### src/hdl/ratio_to_float32_rne_core_defines.svh
// Assertion macros shared by the ratio-to-float pipeline.
// Each check is clocked on the rising edge and is off while reset is held.
`ifndef RATIO_TO_FLOAT32_RNE_CORE_DEFINES_SVH
`define RATIO_TO_FLOAT32_RNE_CORE_DEFINES_SVH

`ifndef SYNTH

// Property that must hold in the same cycle.
`define R2F_ASSERT(lbl, clk, rst_n, prop) \
    lbl: assert property (@(posedge clk) disable iff (!rst_n) (prop)) \
        else $error("r2f check failed");

// Consequent that must hold in the cycle after the antecedent.
`define R2F_ASSERT_NEXT(lbl, clk, rst_n, ante, cons) \
    lbl: assert property (@(posedge clk) disable iff (!rst_n) (ante) |=> (cons)) \
        else $error("r2f check failed");

`else

`define R2F_ASSERT(lbl, clk, rst_n, prop)
`define R2F_ASSERT_NEXT(lbl, clk, rst_n, ante, cons)

`endif

`endif

### src/hdl/r2f_pkg.sv
package r2f_pkg;

    // Operand and result widths.
    localparam int unsigned OPND_W     = 9;
    localparam int unsigned REM_W      = OPND_W + 1;
    localparam int unsigned FRAC_BITS  = 23;
    localparam int unsigned SIG_BITS   = 24;
    localparam int unsigned EXP_BIAS   = 127;
    localparam int unsigned RESULT_W   = 30;
    localparam int unsigned EXP_FLD_W  = RESULT_W - FRAC_BITS;

    // A nonzero 9-bit numerator reaches any 9-bit denominator within 9 doublings.
    localparam int unsigned MAX_SHIFT  = OPND_W;
    localparam int unsigned SHIFT_W    = 4;

    // Quotient bits resolved per divider stage, and the number of stages.
    localparam int unsigned STEPS_PER_STAGE = 3;
    localparam int unsigned DIV_STAGES      = SIG_BITS / STEPS_PER_STAGE;

    // Work item carried down the divider pipeline.
    typedef struct packed {
        logic [REM_W-1:0]    rem;     // partial remainder, pre-doubled
        logic [OPND_W-1:0]   denom;
        logic [SIG_BITS-1:0] quo;     // quotient bits gathered so far
        logic [SHIFT_W-1:0]  shifts;  // negative exponent
        logic                ok;
    } t_work;

endpackage

### src/hdl/r2f_norm.sv
module r2f_norm
    import r2f_pkg::*;
#(
    parameter int unsigned MAX_DENOM = 256
) (
    input  logic              i_clk,
    input  logic              i_rst_n,
    input  logic              i_valid,
    output logic              o_ready,
    input  logic [OPND_W-1:0] i_numer,
    input  logic [OPND_W-1:0] i_denom,
    output logic              o_valid,
    input  logic              i_ready,
    output t_work             o_work
);

    localparam int unsigned CAND_W = OPND_W + MAX_SHIFT;

    logic              r_vld;
    t_work             r_work;
    t_work             n_work;
    logic [CAND_W-1:0] cand;
    logic [CAND_W-1:0] scaled;
    logic [SHIFT_W-1:0] shifts;

    assign o_ready = !r_vld || i_ready;
    assign o_valid = r_vld;
    assign o_work  = r_work;

    // Find the smallest doubling count that lifts the numerator to the denominator.
    always_comb begin
        shifts = '0;
        scaled = CAND_W'(i_numer);
        cand   = '0;
        for (int k = MAX_SHIFT; k >= 0; k--) begin
            cand = CAND_W'(i_numer) << k;
            if (cand >= CAND_W'(i_denom)) begin
                shifts = SHIFT_W'(k);
                scaled = cand;
            end
        end
    end

    // Screen the operands and seed the divider.
    always_comb begin
        n_work        = '0;
        n_work.rem    = scaled[REM_W-1:0];
        n_work.denom  = i_denom;
        n_work.shifts = shifts;
        n_work.ok     = (i_numer != '0) && (i_denom != '0) && (i_numer <= i_denom)
                        && (32'(i_denom) <= 32'(MAX_DENOM));
    end

    // Stage register.
    always_ff @(posedge i_clk) begin
        if (!i_rst_n) begin
            r_vld <= 1'b0;
        end else if (o_ready) begin
            r_vld <= i_valid;
        end
        if (o_ready && i_valid) begin
            r_work <= n_work;
        end
    end

endmodule

### src/hdl/r2f_div_stage.sv
`include "ratio_to_float32_rne_core_defines.svh"

module r2f_div_stage
    import r2f_pkg::*;
(
    input  logic  i_clk,
    input  logic  i_rst_n,
    input  logic  i_valid,
    output logic  o_ready,
    input  t_work i_work,
    output logic  o_valid,
    input  logic  i_ready,
    output t_work o_work
);

    logic              r_vld;
    t_work             r_work;
    t_work             n_work;
    logic              qbit;
    logic [REM_W-1:0]  part;

    assign o_ready = !r_vld || i_ready;
    assign o_valid = r_vld;
    assign o_work  = r_work;

    // Restoring division: compare and subtract, then double the remainder.
    always_comb begin
        n_work = i_work;
        qbit   = 1'b0;
        part   = '0;
        for (int s = 0; s < STEPS_PER_STAGE; s++) begin
            qbit       = n_work.rem >= REM_W'(n_work.denom);
            part       = qbit ? (n_work.rem - REM_W'(n_work.denom)) : n_work.rem;
            n_work.rem = {part[REM_W-2:0], 1'b0};
            n_work.quo = {n_work.quo[SIG_BITS-2:0], qbit};
        end
    end

    // Stage register.
    always_ff @(posedge i_clk) begin
        if (!i_rst_n) begin
            r_vld <= 1'b0;
        end else if (o_ready) begin
            r_vld <= i_valid;
        end
        if (o_ready && i_valid) begin
            r_work <= n_work;
        end
    end

    // For valid operands the doubled remainder stays below twice the denominator.
    `R2F_ASSERT(a_rem_bound, i_clk, i_rst_n, !(r_vld && r_work.ok) || (r_work.rem < {r_work.denom, 1'b0}))

endmodule

### src/hdl/r2f_round.sv
module r2f_round
    import r2f_pkg::*;
(
    input  logic                i_clk,
    input  logic                i_rst_n,
    input  logic                i_valid,
    output logic                o_ready,
    input  t_work               i_work,
    output logic                o_valid,
    input  logic                i_ready,
    output logic [RESULT_W-1:0] o_float_bits,
    output logic                o_ok
);

    logic                r_vld;
    logic [RESULT_W-1:0] r_float_bits;
    logic                r_ok;
    logic [RESULT_W-1:0] n_float_bits;
    logic                round_up;
    logic [SIG_BITS:0]   sig_rnd;
    logic [SIG_BITS-1:0] sig;
    logic [7:0]          biased;

    assign o_ready      = !r_vld || i_ready;
    assign o_valid      = r_vld;
    assign o_float_bits = r_float_bits;
    assign o_ok         = r_ok;

    // Round to nearest, ties to even; the remainder arrives already doubled.
    always_comb begin
        round_up = (i_work.rem > REM_W'(i_work.denom))
                   || ((i_work.rem == REM_W'(i_work.denom)) && i_work.quo[0]);
        sig_rnd  = {1'b0, i_work.quo} + (SIG_BITS+1)'(round_up);
        biased   = 8'(EXP_BIAS) - 8'(i_work.shifts);
        sig      = sig_rnd[SIG_BITS-1:0];
        if (sig_rnd[SIG_BITS]) begin
            sig    = sig_rnd[SIG_BITS:1];
            biased = biased + 8'd1;
        end
        n_float_bits = i_work.ok ? {biased[EXP_FLD_W-1:0], sig[FRAC_BITS-1:0]} : '0;
    end

    // Output register.
    always_ff @(posedge i_clk) begin
        if (!i_rst_n) begin
            r_vld <= 1'b0;
        end else if (o_ready) begin
            r_vld <= i_valid;
        end
        if (o_ready && i_valid) begin
            r_float_bits <= n_float_bits;
            r_ok         <= i_work.ok;
        end
    end

endmodule

### src/hdl/ratio_to_float32_rne_core.sv
// Stages from input transfer to result valid: one screening stage,
// eight divider stages of three quotient bits each, one rounding stage.
// Throughput: one item per cycle unless the output stalls; the pipeline depth sets the latency.
// Each stage has its own valid bit, so bubbles close up under output stalls.
// Reset is synchronous and active low; it clears all valid bits, not data.
`include "ratio_to_float32_rne_core_defines.svh"

module ratio_to_float32_rne_core
    import r2f_pkg::*;
#(
    parameter int unsigned MAX_DENOM = 256
) (
    input  logic                i_clk,
    input  logic                i_rst_n,
    input  logic                i_valid,
    output logic                o_ready,
    input  logic [OPND_W-1:0]   i_numer,
    input  logic [OPND_W-1:0]   i_denom,
    output logic                o_valid,
    input  logic                i_ready,
    output logic [RESULT_W-1:0] o_float_bits,
    output logic                o_ok
);

    logic  stg_vld [DIV_STAGES+1];
    logic  stg_rdy [DIV_STAGES+1];
    t_work stg_work[DIV_STAGES+1];

    // Operand screening and normalization.
    r2f_norm #(
        .MAX_DENOM(MAX_DENOM)
    ) u_norm (
        .i_clk   (i_clk),
        .i_rst_n (i_rst_n),
        .i_valid (i_valid),
        .o_ready (o_ready),
        .i_numer (i_numer),
        .i_denom (i_denom),
        .o_valid (stg_vld[0]),
        .i_ready (stg_rdy[0]),
        .o_work  (stg_work[0])
    );

    // Divider pipeline.
    for (genvar g = 0; g < DIV_STAGES; g++) begin : g_div
        r2f_div_stage u_div (
            .i_clk   (i_clk),
            .i_rst_n (i_rst_n),
            .i_valid (stg_vld[g]),
            .o_ready (stg_rdy[g]),
            .i_work  (stg_work[g]),
            .o_valid (stg_vld[g+1]),
            .i_ready (stg_rdy[g+1]),
            .o_work  (stg_work[g+1])
        );
    end

    // Rounding, packing and the output register.
    r2f_round u_round (
        .i_clk        (i_clk),
        .i_rst_n      (i_rst_n),
        .i_valid      (stg_vld[DIV_STAGES]),
        .o_ready      (stg_rdy[DIV_STAGES]),
        .i_work       (stg_work[DIV_STAGES]),
        .o_valid      (o_valid),
        .i_ready      (i_ready),
        .o_float_bits (o_float_bits),
        .o_ok         (o_ok)
    );

    // A rejected item always comes out as zero.
    `R2F_ASSERT(a_bad_is_zero, i_clk, i_rst_n, !(o_valid && !o_ok) || (o_float_bits == '0))
    // Valid results lie in [2^-9, 1], so the exponent field stays in range.
    `R2F_ASSERT(a_exp_range, i_clk, i_rst_n, !(o_valid && o_ok) || (o_float_bits[29:23] >= 7'd118))
    // An exponent of zero (unbiased) only ever encodes exactly one.
    `R2F_ASSERT(a_one_exact, i_clk, i_rst_n, !(o_valid && o_ok && o_float_bits[29:23] == 7'h7F) || (o_float_bits[22:0] == '0))
    // With the output free, the last divider stage always drains into it.
    `R2F_ASSERT_NEXT(a_drain, i_clk, i_rst_n, stg_vld[DIV_STAGES] && stg_rdy[DIV_STAGES], o_valid)

endmodule
### config.mk
export PLATFORM = sky130hd
export DESIGN_NAME = ratio_to_float32_rne_core
export DESIGN_NICKNAME = d
export VERILOG_FILES = /design/src/hdl/r2f_pkg.sv /design/src/hdl/r2f_norm.sv /design/src/hdl/r2f_div_stage.sv /design/src/hdl/r2f_round.sv /design/src/hdl/ratio_to_float32_rne_core.sv
export VERILOG_INCLUDE_DIRS = /design/src /design/src/hdl
export SDC_FILE = /design/constraint.sdc
export NUM_CORES = 1
export LEC_CHECK = 0
export ABC_AREA = 0
export ABC_CLOCK_PERIOD_IN_PS = 6850
export BUFFER_PORTS_ARGS = -buffer_cell sky130_fd_sc_hd__buf_2
export CORE_MARGIN = 10
export CORE_UTILIZATION = 55
export CTS_CLUSTER_DIAMETER = 150
export DETAILED_ROUTE_END_ITERATION = 7
export PLACE_DENSITY_LB_ADDON = 0.05
export SETUP_SLACK_MARGIN = 0.2
export SLEW_MARGIN = 15
export SYNTH_ARGS = -nofsm -noshare
export SYNTH_HDL_FRONTEND = slang
export SYNTH_SLANG_ARGS = --single-unit
### constraint.sdc
create_clock -name i_clk -period 6.85 [get_ports i_clk]
set_clock_uncertainty 0.2 [all_clocks]
set_input_delay 0.685 -clock i_clk [delete_from_list [all_inputs] [get_ports i_clk]]
set_output_delay 0.685 -clock i_clk [all_outputs]
set_load 0.01 [all_outputs]
==> impl_metrics.ini, run 1 <==
[synth]
synth.largest_area_cell = edfxtp_1
yosys_warnings = 0
synth_top_cell_area_share = 0.435
post_synth.cell_area_avg_um2 = 10.9
synth-edff-count = 346
yosysMostFrequentCell = edfxtp_1
sequential_area_share_after_synthesis = 0.443
synthesis.instances = 2201
async_reset_ff_frac = 0
post_synth_top_cells = 346 x edfxtp_1, 258 x ha_1, 187 x nor2_1
synth-main-ff-cell = edfxtp_1
synthTopCellsByArea = edfxtp_1 43%, ha_1 14%, mux2_2 5.4%
count_of_cell_types_in_the_netlist = 81
synth.ff_latch_count = 356
syn_area_mm2 = 0.0239
synth_nets = 2490

[global_route]
grt_remaining_overflow = 0
antenna_found_initial = 0
grt_usage = 0.192
first_pass_grt_wire_length_um = 83200
grt_pass1_vias = 16300
grt_start_max_net_pins = 42

[power_and_ir_drop]
power_density_mw_per_mm2 = 387
ir_worst_vdd_v = 0.000724
internal-power_mw = 6.76
relative_contribution_of_combinational_cells_to_total_power = 0.508
leakage_nw = 10.5
power.share.switching = 0.349
total_power_consumption_mw = 10.4
p_clk_frac = 0.222
pwr-share-seq = 0.270
netSwitchingPower_mw = 3.63

[clock_tree]
ctsRootBufferMaster = clkbuf_16
cts_tree = done
cts_bufs_inserted = 40
clock_edge_transition_at_the_registers_on_the_reported_setup_and_hold_paths_ns = 0.06
worst_skew_pair.late_latency_ns = 0.55
cts_sinks = 356
clock_tree.buffer_depth = 3
cts_hold_repair.buffers = 0
htree_levels = 2

[worst_hold_path]
min_path_type = in -> reg
timing.hold.worst.start = i_denom[8]

[outcome]
outcome = finished clean

[sta]
worst_slew_pin_slew_ns = 1.12
rsz_0062_raised_after_global_routing = false
fin_hold_ws_ns = 0.162
timing.final.hold_violations = 0
slew_headroom = 0.253
min_period_over_period = 0.929
achievable-frequency_mhz = 157
min_period_ns = 6.36
final-setup-viol-count = 0
final-max-slew-violation-count = 0

[floorplanning]
placement_row_count = 76
fp.dieW_um = 228
core_area_mm2 = 0.0430
die-height_um = 228
die-area_mm2 = 0.0522
floorplan.io_pins = 55
floorplan.initialDensity = 0.556

[detailed_routing]
routed_via_density = 5.74
drcViolationCount = 0
via_total_after_detailed_routing = 16800
route.met2.wl_um = 24400
wl_met3_um = 2130
final_antenna_net_count = 0
post_drt_wl_per_cell_um = 17.8
drt_iter0_markers = 1021
routed_metal_1_wirelength_um = 24200
top_signal_layer_used = met4
finalWirelength_um = 51900
drt-pass1-iter-count = 5

[final_layout]
finalNonFillerCells = 2918
synthToLayoutAreaGrowth_pct = 12.2
postLayoutCoreUtil = 0.624
insertedDiodeCount = 0
final_layout_size_suffix_gt1_frac = 0.158
finalInstanceArea_mm2 = 0.0268
design.final.nets = 2590

[placement]
post-dp-hpwl_um = 39800
routability_congestion_estimate_from_global_placement = 0.916
post_dp_cell_area_mm2 = 0.0251
numPlacedInstances = 2835
io_buffer_count = 54

[worst_setup_path]
ff2ff_setup_slack_ns = 0.49
crit_path_start_kind = flop
critical_path.startpoint = g_div[5].u_div.o_work[30]
reg2reg_from = g_div[5].u_div.o_work[30]
cp.arrival_ns = 6.44
crit_type = reg -> reg
critical_path_peak_fanout = 15
crit_end_element = flop
critical_path_required_ns = 6.93

[run]
max_cap_violations = 0
## placed cells by master (no fill, tap or decap), types with 17 or more instances in the layout
master and instances:
buf_4 43, nor2_1 187, o21bai_1 21, o211ai_1 17
o21ai_0 93, ha_1 254, mux2_2 114, nand2_1 94
a211oi_1 20, nand3_1 39, o21a_1 30, edfxtp_1 346
nor3_1 56, o21ai_1 17, clkbuf_16 42, inv_1 148
a21oi_1 122, buf_2 54, nor2b_1 38, xor2_1 75
a21o_1 49, and2_1 26, xnor2_1 107, nand4_1 31
## flip-flops by register name (all words and copies together) (netlist names)
| signal | count |
|---|---|
| u_round.o_ok | 1 |
| u_norm.o_work | 24 |
| u_round.o_float_bits | 29 |
| u_round.o_valid | 1 |
| g_div.u_div.o_work | 292 |
| g_div.u_div.o_valid | 8 |
| u_norm.o_valid | 1 |
## through the flow
| step | setup slack, ns | setup TNS [ns] |
|---|---|---|
| floorplan | 0.225 | 0 |
| global placement | -0.283 | -2.23 |
| detailed placement | -0.305 | -2.76 |
| CTS | 0.208 | 0 |
| global route | 0.206 | 0 |
| finish | 0.488 | 0 |
## logic make-up after synthesis
logic type / share of synthesized area
adder cells (fa/ha/maj): 0.143
flip-flops: 0.443
buffers and inverters: 0.0305
AO/OA/AOI/OAI: 0.140
multiplexers: 0.0566
AND/OR/NAND/NOR: 0.121
XOR/XNOR: 0.0667
## power by group through the flow
stage	clock network, mW	registers, mW	logic (mW)
2_1_floorplan	0	2.82	4.14
3_3_place_gp	0	2.85	4.92
3_5_place_dp	0	2.85	5.06
4_1_cts	2.35	2.81	5.11
5_1_grt	2.44	2.82	5.87
6_report	2.30	2.81	5.28
## metal layers
metal,up-vias,GRT usage
li1,8407,-
met3,75,0.0273
met4,0,0.0587
met1,7932,0.254
met5,-,0
met2,348,0.319
## worst paths after layout
| kind | end | cells past startpoint |
|---|---|---|
| setup / recovery | g_div[6].u_div.o_work[46] | 24 |
| hold / removal | u_norm.o_work[37] | 1 |
| setup reg to reg | g_div[6].u_div.o_work[46] | 24 |
| hold reg to reg | g_div[3].u_div.o_work[3] | 0 |
## cell type report
class	count	area (um2)
clock inverter	26	348
multi-input combinational	1656	12900
tap	585	732
inverter	150	563
sequential	356	10600
timing repair buffer	97	593
fill	3539	16200
clock buffer	48	1090
## timing repair
action                                  in CTS  in global routing
endpoints found under the setup margin      35                 74
pin swaps                                    0                  5
gates cloned                                 0                  1
setup buffers                                4                  4
resized for setup                           13                 55
## worst max-delay path, stage by stage (launching register included)
cell      delay, ns
edfxtp_1       0.41
inv_1          0.13
fa_1           0.47
a211oi_2       0.28
nor3_1         0.11
o31a_1         0.30
or2_4          0.32
o21ai_2        0.17
inv_1          0.06
ha_1           0.36
a21o_1         0.25
a31oi_4        0.21
o211ai_1       0.14
and2_1         0.21
or2_4          0.34
o21ai_1        0.21
ha_1           0.29
or2_2          0.29
a21oi_1        0.15
a21oi_1        0.08
a21o_1         0.20
a21o_1         0.20
a21oi_2        0.20
o31ai_4        0.17
mux2_2         0.33
Note: power is estimated with default switching activity, not from simulation.
==> inputs of run 2 (changes only) <==
Settings changed: PLACE_DENSITY set to 0.74, PLACE_DENSITY_LB_ADDON 0.05 to unset.
==> impl_metrics.ini, run 2 (synthesized netlist as in run 1, its figures left out) <==
[floorplanning]
placement_row_count = 76
floorplan.io_pins = 55
die-height_um = 228
fp.dieW_um = 228
core_area_mm2 = 0.0430
die-area_mm2 = 0.0522
floorplan.initialDensity = 0.556

[power_and_ir_drop]
ir_worst_vdd_v = 0.000478
pwr-share-seq = 0.277
p_clk_frac = 0.204
netSwitchingPower_mw = 3.56
relative_contribution_of_combinational_cells_to_total_power = 0.520
internal-power_mw = 6.57
power_density_mw_per_mm2 = 381
total_power_consumption_mw = 10.1
leakage_nw = 10.4
power.share.switching = 0.351

[final_layout]
finalInstanceArea_mm2 = 0.0266
num-fill-cells = 3464
final_cell_mix = 346 x edfxtp_1, 258 x ha_1, 187 x nor2_1
largest_reg_flops = 292
synthToLayoutAreaGrowth_pct = 11.3
insertedDiodeCount = 0
final_layout_size_suffix_gt1_frac = 0.151
layout_commonest_cell = edfxtp_1
design.final.nets = 2590

[detailed_routing]
drt-pass1-iter-count = 7
final_antenna_net_count = 0
finalWirelength_um = 50700
post_drt_wl_per_cell_um = 17.4
routed_via_density = 5.80
via_total_after_detailed_routing = 16900
drt_iter0_markers = 1180
drcViolationCount = 0

[sta]
final-setup-viol-count = 0
worst_slew_pin_slew_ns = 1.10
fin_hold_ws_ns = 0.137
min_period_over_period = 0.934
rsz_0062_raised_after_global_routing = false
timing.final.hold_violations = 0
achievable-frequency_mhz = 156
min_period_ns = 6.40
final-max-slew-violation-count = 0
slew_headroom = 0.263

[worst_setup_path]
crit_path_start_kind = flop
reg2reg_from = g_div[4].u_div.o_work[32]
ff2ff_setup_slack_ns = 0.45
cp_slowest_stage_delay_ns = 0.43
critical_path_peak_fanout = 5
critical_path.startpoint = g_div[4].u_div.o_work[32]
crit_end_element = flop
critical_path_required_ns = 6.94
r2r.worst_path.cells = 25
cp.arrival_ns = 6.49
crit_type = reg -> reg
critPathSlowestCell = edfxtp_1

[worst_hold_path]
hold_depth = 1
min_path_type = in -> reg
timing.hold.worst.start = i_denom[7]

[outcome]
outcome = finished clean

[run]
max_cap_violations = 0

[placement]
io_buffer_count = 54
routability_congestion_estimate_from_global_placement = 0.919
post-dp-hpwl_um = 39000
post_dp_cell_area_mm2 = 0.0251

[global_route]
first_pass_grt_wire_length_um = 82400
grt_start_max_net_pins = 48
grt_remaining_overflow = 0
antenna_found_initial = 0
grt_pass1_vias = 16500
grt_usage = 0.188

[clock_tree]
ctsRootBufferMaster = clkbuf_16
cts_bufs_inserted = 39
htree_levels = 2
worst_skew_pair.late_latency_ns = 0.54
clock_tree.buffer_depth = 3
cts_tree = done
clock_edge_transition_at_the_registers_on_the_reported_setup_and_hold_paths_ns = 0.06
cts_sinks = 356
==> run 2: cell type report <==
| cell class | instances | area [um2] | share of cell area |
|---|---|---|---|
| clock buffer | 53 | 1100 | 0.0414 |
| clock inverter | 17 | 173 | 0.00649 |
| inverter | 150 | 563 | 0.0212 |
| multi-input combinational | 1656 | 12800 | 0.482 |
| sequential | 356 | 10600 | 0.398 |
| tap | 585 | 732 | 0.0275 |
| timing repair buffer | 98 | 621 | 0.0233 |
==> run 2: path summary, 6_finish.rpt <==
path                                                   to
worst max register to register  g_div[5].u_div.o_work[42]
worst min register to register   g_div[4].u_div.o_work[1]
worst max-delay path            g_div[5].u_div.o_work[42]
worst min-delay path                    u_norm.o_work[36]
==> run 2: repair_timing <==
item                       CTS  global route
gates resized for setup     14            40
hold buffers                 0             0
setup endpoints to repair   43            75
cloned                       0             1
buffers inserted             3             4
pin swaps                    0             4
==> run 2: power by group through the flow <==
stage / registers (mW) / logic [mW] / clock network [mW]
after global placement: 2.85 / 4.91 / 0
after floorplan: 2.82 / 4.14 / 0
after CTS: 2.80 / 5.13 / 2.11
after global routing: 2.81 / 5.88 / 2.20
after detailed placement: 2.85 / 5.07 / 0
final: 2.80 / 5.27 / 2.07
==> run 2: worst max-delay path, delay by kind of cell (launching register included) <==
kind            cells  cell delay, ns
fa+ha+maj           3            0.92
flops               1            0.43
mux                 3            1.01
compound gates     11            2.12
xor+xnor            1            0.09
buf+inv             2            0.36
simple gates        5            1.01
==> run 2: per-stage QoR <==
| step | cells | TNS, ns | util | setup WS, ns |
|---|---|---|---|---|
| after CTS | 2909 | 0 | 0.614 | 0.209 |
| after global placement | 2836 | -0.582 | 0.584 | -0.0975 |
| after floorplan | 2201 | 0 | - | 0.225 |
| after global routing | 2915 | 0 | 0.619 | 0.113 |
| after detailed placement | 2836 | -0.666 | 0.584 | -0.0980 |
| final | 2915 | 0 | 0.619 | 0.450 |
==> run 2: per-layer routing <==
layer  global-route usage  share of wire  vias to the layer above
met4               0.0546          0.024                        0
met5                    0              0                        -
met2                0.326           0.49                      407
li1                     -              -                     8387
met1                0.238           0.44                     8020
met3               0.0297          0.042                       95
==> inputs of run 3 (changes only) <==
Settings changed: CTS_BUF_LIST set to sky130_fd_sc_hd__clkbuf_16.
==> impl_metrics.ini, run 3 (synthesized netlist as in run 1, its figures left out) <==
[global_route]
grt_pass1_vias = 16500
grt_start_max_net_pins = 48
antenna_found_initial = 0
first_pass_grt_wire_length_um = 82300
grt_remaining_overflow = 0
grt_usage = 0.188

[sta]
layout_setup_ws_ns = 0.412
fin_hold_ws_ns = 0.137
slew_headroom = 0.267
timing.final.hold_violations = 0
achievable-frequency_mhz = 155
min_period_ns = 6.44
worst_slew_pin_slew_ns = 1.10
min_period_over_period = 0.940
final-max-slew-violation-count = 0
final-setup-viol-count = 0
finalSetupTns_ns = 0
rsz_0062_raised_after_global_routing = false

[worst_setup_path]
critical_path_peak_fanout = 9
cp.arrival_ns = 6.53
crit_path_start_kind = flop
crit_type = reg -> reg
critical_path_required_ns = 6.94
crit_end_element = flop

[floorplanning]
die-height_um = 228
die-area_mm2 = 0.0522
floorplan.initialDensity = 0.556
fp.dieW_um = 228
placement_row_count = 76
core_area_mm2 = 0.0430
floorplan.io_pins = 55

[final_layout]
largest_reg_flops = 292
synthToLayoutAreaGrowth_pct = 11.2
layout_commonest_cell = edfxtp_1
final_cell_mix = 346 x edfxtp_1, 258 x ha_1, 187 x nor2_1
final_layout_size_suffix_gt1_frac = 0.150
design.final.nets = 2590
num-fill-cells = 3469
insertedDiodeCount = 0

[detailed_routing]
routed_via_density = 5.78
drt-pass1-iter-count = 5
drcViolationCount = 0
finalWirelength_um = 50600
via_total_after_detailed_routing = 16900
final_antenna_net_count = 0
post_drt_wl_per_cell_um = 17.4
drt_iter0_markers = 1208

[power_and_ir_drop]
total_power_consumption_mw = 10.1
ir_worst_vdd_v = 0.000476
leakage_nw = 10.4
p_clk_frac = 0.200
power_density_mw_per_mm2 = 379
relative_contribution_of_combinational_cells_to_total_power = 0.522
netSwitchingPower_mw = 3.56
pwr-share-seq = 0.278
power.share.switching = 0.353
internal-power_mw = 6.53

[placement]
io_buffer_count = 54
place_worst_setup_slack_ns = -0.0980
post-dp-hpwl_um = 39000
routability_congestion_estimate_from_global_placement = 0.919

[worst_hold_path]
min_path_type = in -> reg

[clock_tree]
cts_bufs_inserted = 39
worst_skew_pair.late_latency_ns = 0.55
ctsRootBufferMaster = clkbuf_16
clock_tree.buffer_depth = 3
cts_tree = done
htree_levels = 2
clock_edge_transition_at_the_registers_on_the_reported_setup_and_hold_paths_ns = 0.06
cts_sinks = 356

[run]
max_cap_violations = 0

[outcome]
outcome = finished clean
-- run 3: cell count changes in the layout (fill, tap and decap cells not counted) --
| cell | previous run | this run |
|---|---|---|
| o21ai_1 | 9 | 10 |
| clkbuf_1 | 9 | 0 |
| o21ai_0 | 98 | 97 |
| clkinv_1 | 6 | 9 |
| clkbuf_8 | 3 | 0 |
| inv_1 | 149 | 158 |
| o31ai_1 | 15 | 14 |
| o31ai_2 | 2 | 3 |
-- run 3: final cells by class --
class                   count  area, um2  area share
well taps                 585        732      0.0275
inverters                 150        563      0.0212
flip-flops and latches    356      10600       0.398
clock buffers              41       1030      0.0386
multi-input cells        1656      12800       0.483
clock inverters            29        218     0.00819
repair buffers             98        621      0.0233
-- run 3: layer usage --
metal  vias to the layer above  track usage  part of all wire
li1                       8384            -                 -
met1                      7995        0.238              0.44
met2                       386        0.326              0.49
met3                        90       0.0297             0.042
met4                         0       0.0544             0.024
met5                         -            0                 0
-- run 3: path summary, 6_finish.rpt --
path,start,end,slack [ns],cells past startpoint
min reg2reg,g_div[3].u_div.o_work[1],g_div[4].u_div.o_work[1],0.21,0
max reg2reg,g_div[0].u_div.o_work[36],g_div[1].u_div.o_work[41],0.41,22
max,g_div[0].u_div.o_work[36],g_div[1].u_div.o_work[41],0.41,22
min,i_denom[7],u_norm.o_work[36],0.14,1
-- run 3: timing repair --
item	in CTS	in global routing
gates resized for setup	14	42
pin swaps	0	4
endpoints found under the setup margin	43	75
gates cloned	0	1
hold buffers	0	0
hold endpoints to repair	0	0
buffers inserted	3	4
-- run 3: critical path: stages (launching register included) --
cell	delay, ns
edfxtp_1	0.44
inv_1	0.16
ha_1	0.31
a21oi_1	0.16
o21ai_0	0.17
a211oi_1	0.33
buf_4	0.20
mux2_2	0.34
ha_1	0.32
and2_1	0.18
a221o_1	0.35
a221oi_2	0.35
o21a_2	0.22
mux2_2	0.35
ha_1	0.31
o21a_1	0.18
o31a_1	0.14
o41ai_4	0.30
o21ai_0	0.17
or2_2	0.34
a21oi_2	0.11
buf_4	0.19
mux2_2	0.35
-- run 3: through the flow --
stage | instances | util | area [um2]
2_1_floorplan | 2201 | - | 23900
3_3_place_gp | 2836 | 0.584 | 25100
3_5_place_dp | 2836 | 0.584 | 25100
4_1_cts | 2909 | 0.614 | 26400
5_1_grt | 2915 | 0.619 | 26600
6_report | 2915 | 0.619 | 26600
-- run 3: power by group through the flow --
stage | sequential [mW] | clock, mW | combinational [mW]
finish | 2.80 | 2.02 | 5.27
detailed placement | 2.85 | 0 | 5.07
CTS | 2.80 | 2.06 | 5.13
global route | 2.81 | 2.15 | 5.88
floorplan | 2.82 | 0 | 4.14
global placement | 2.85 | 0 | 4.91
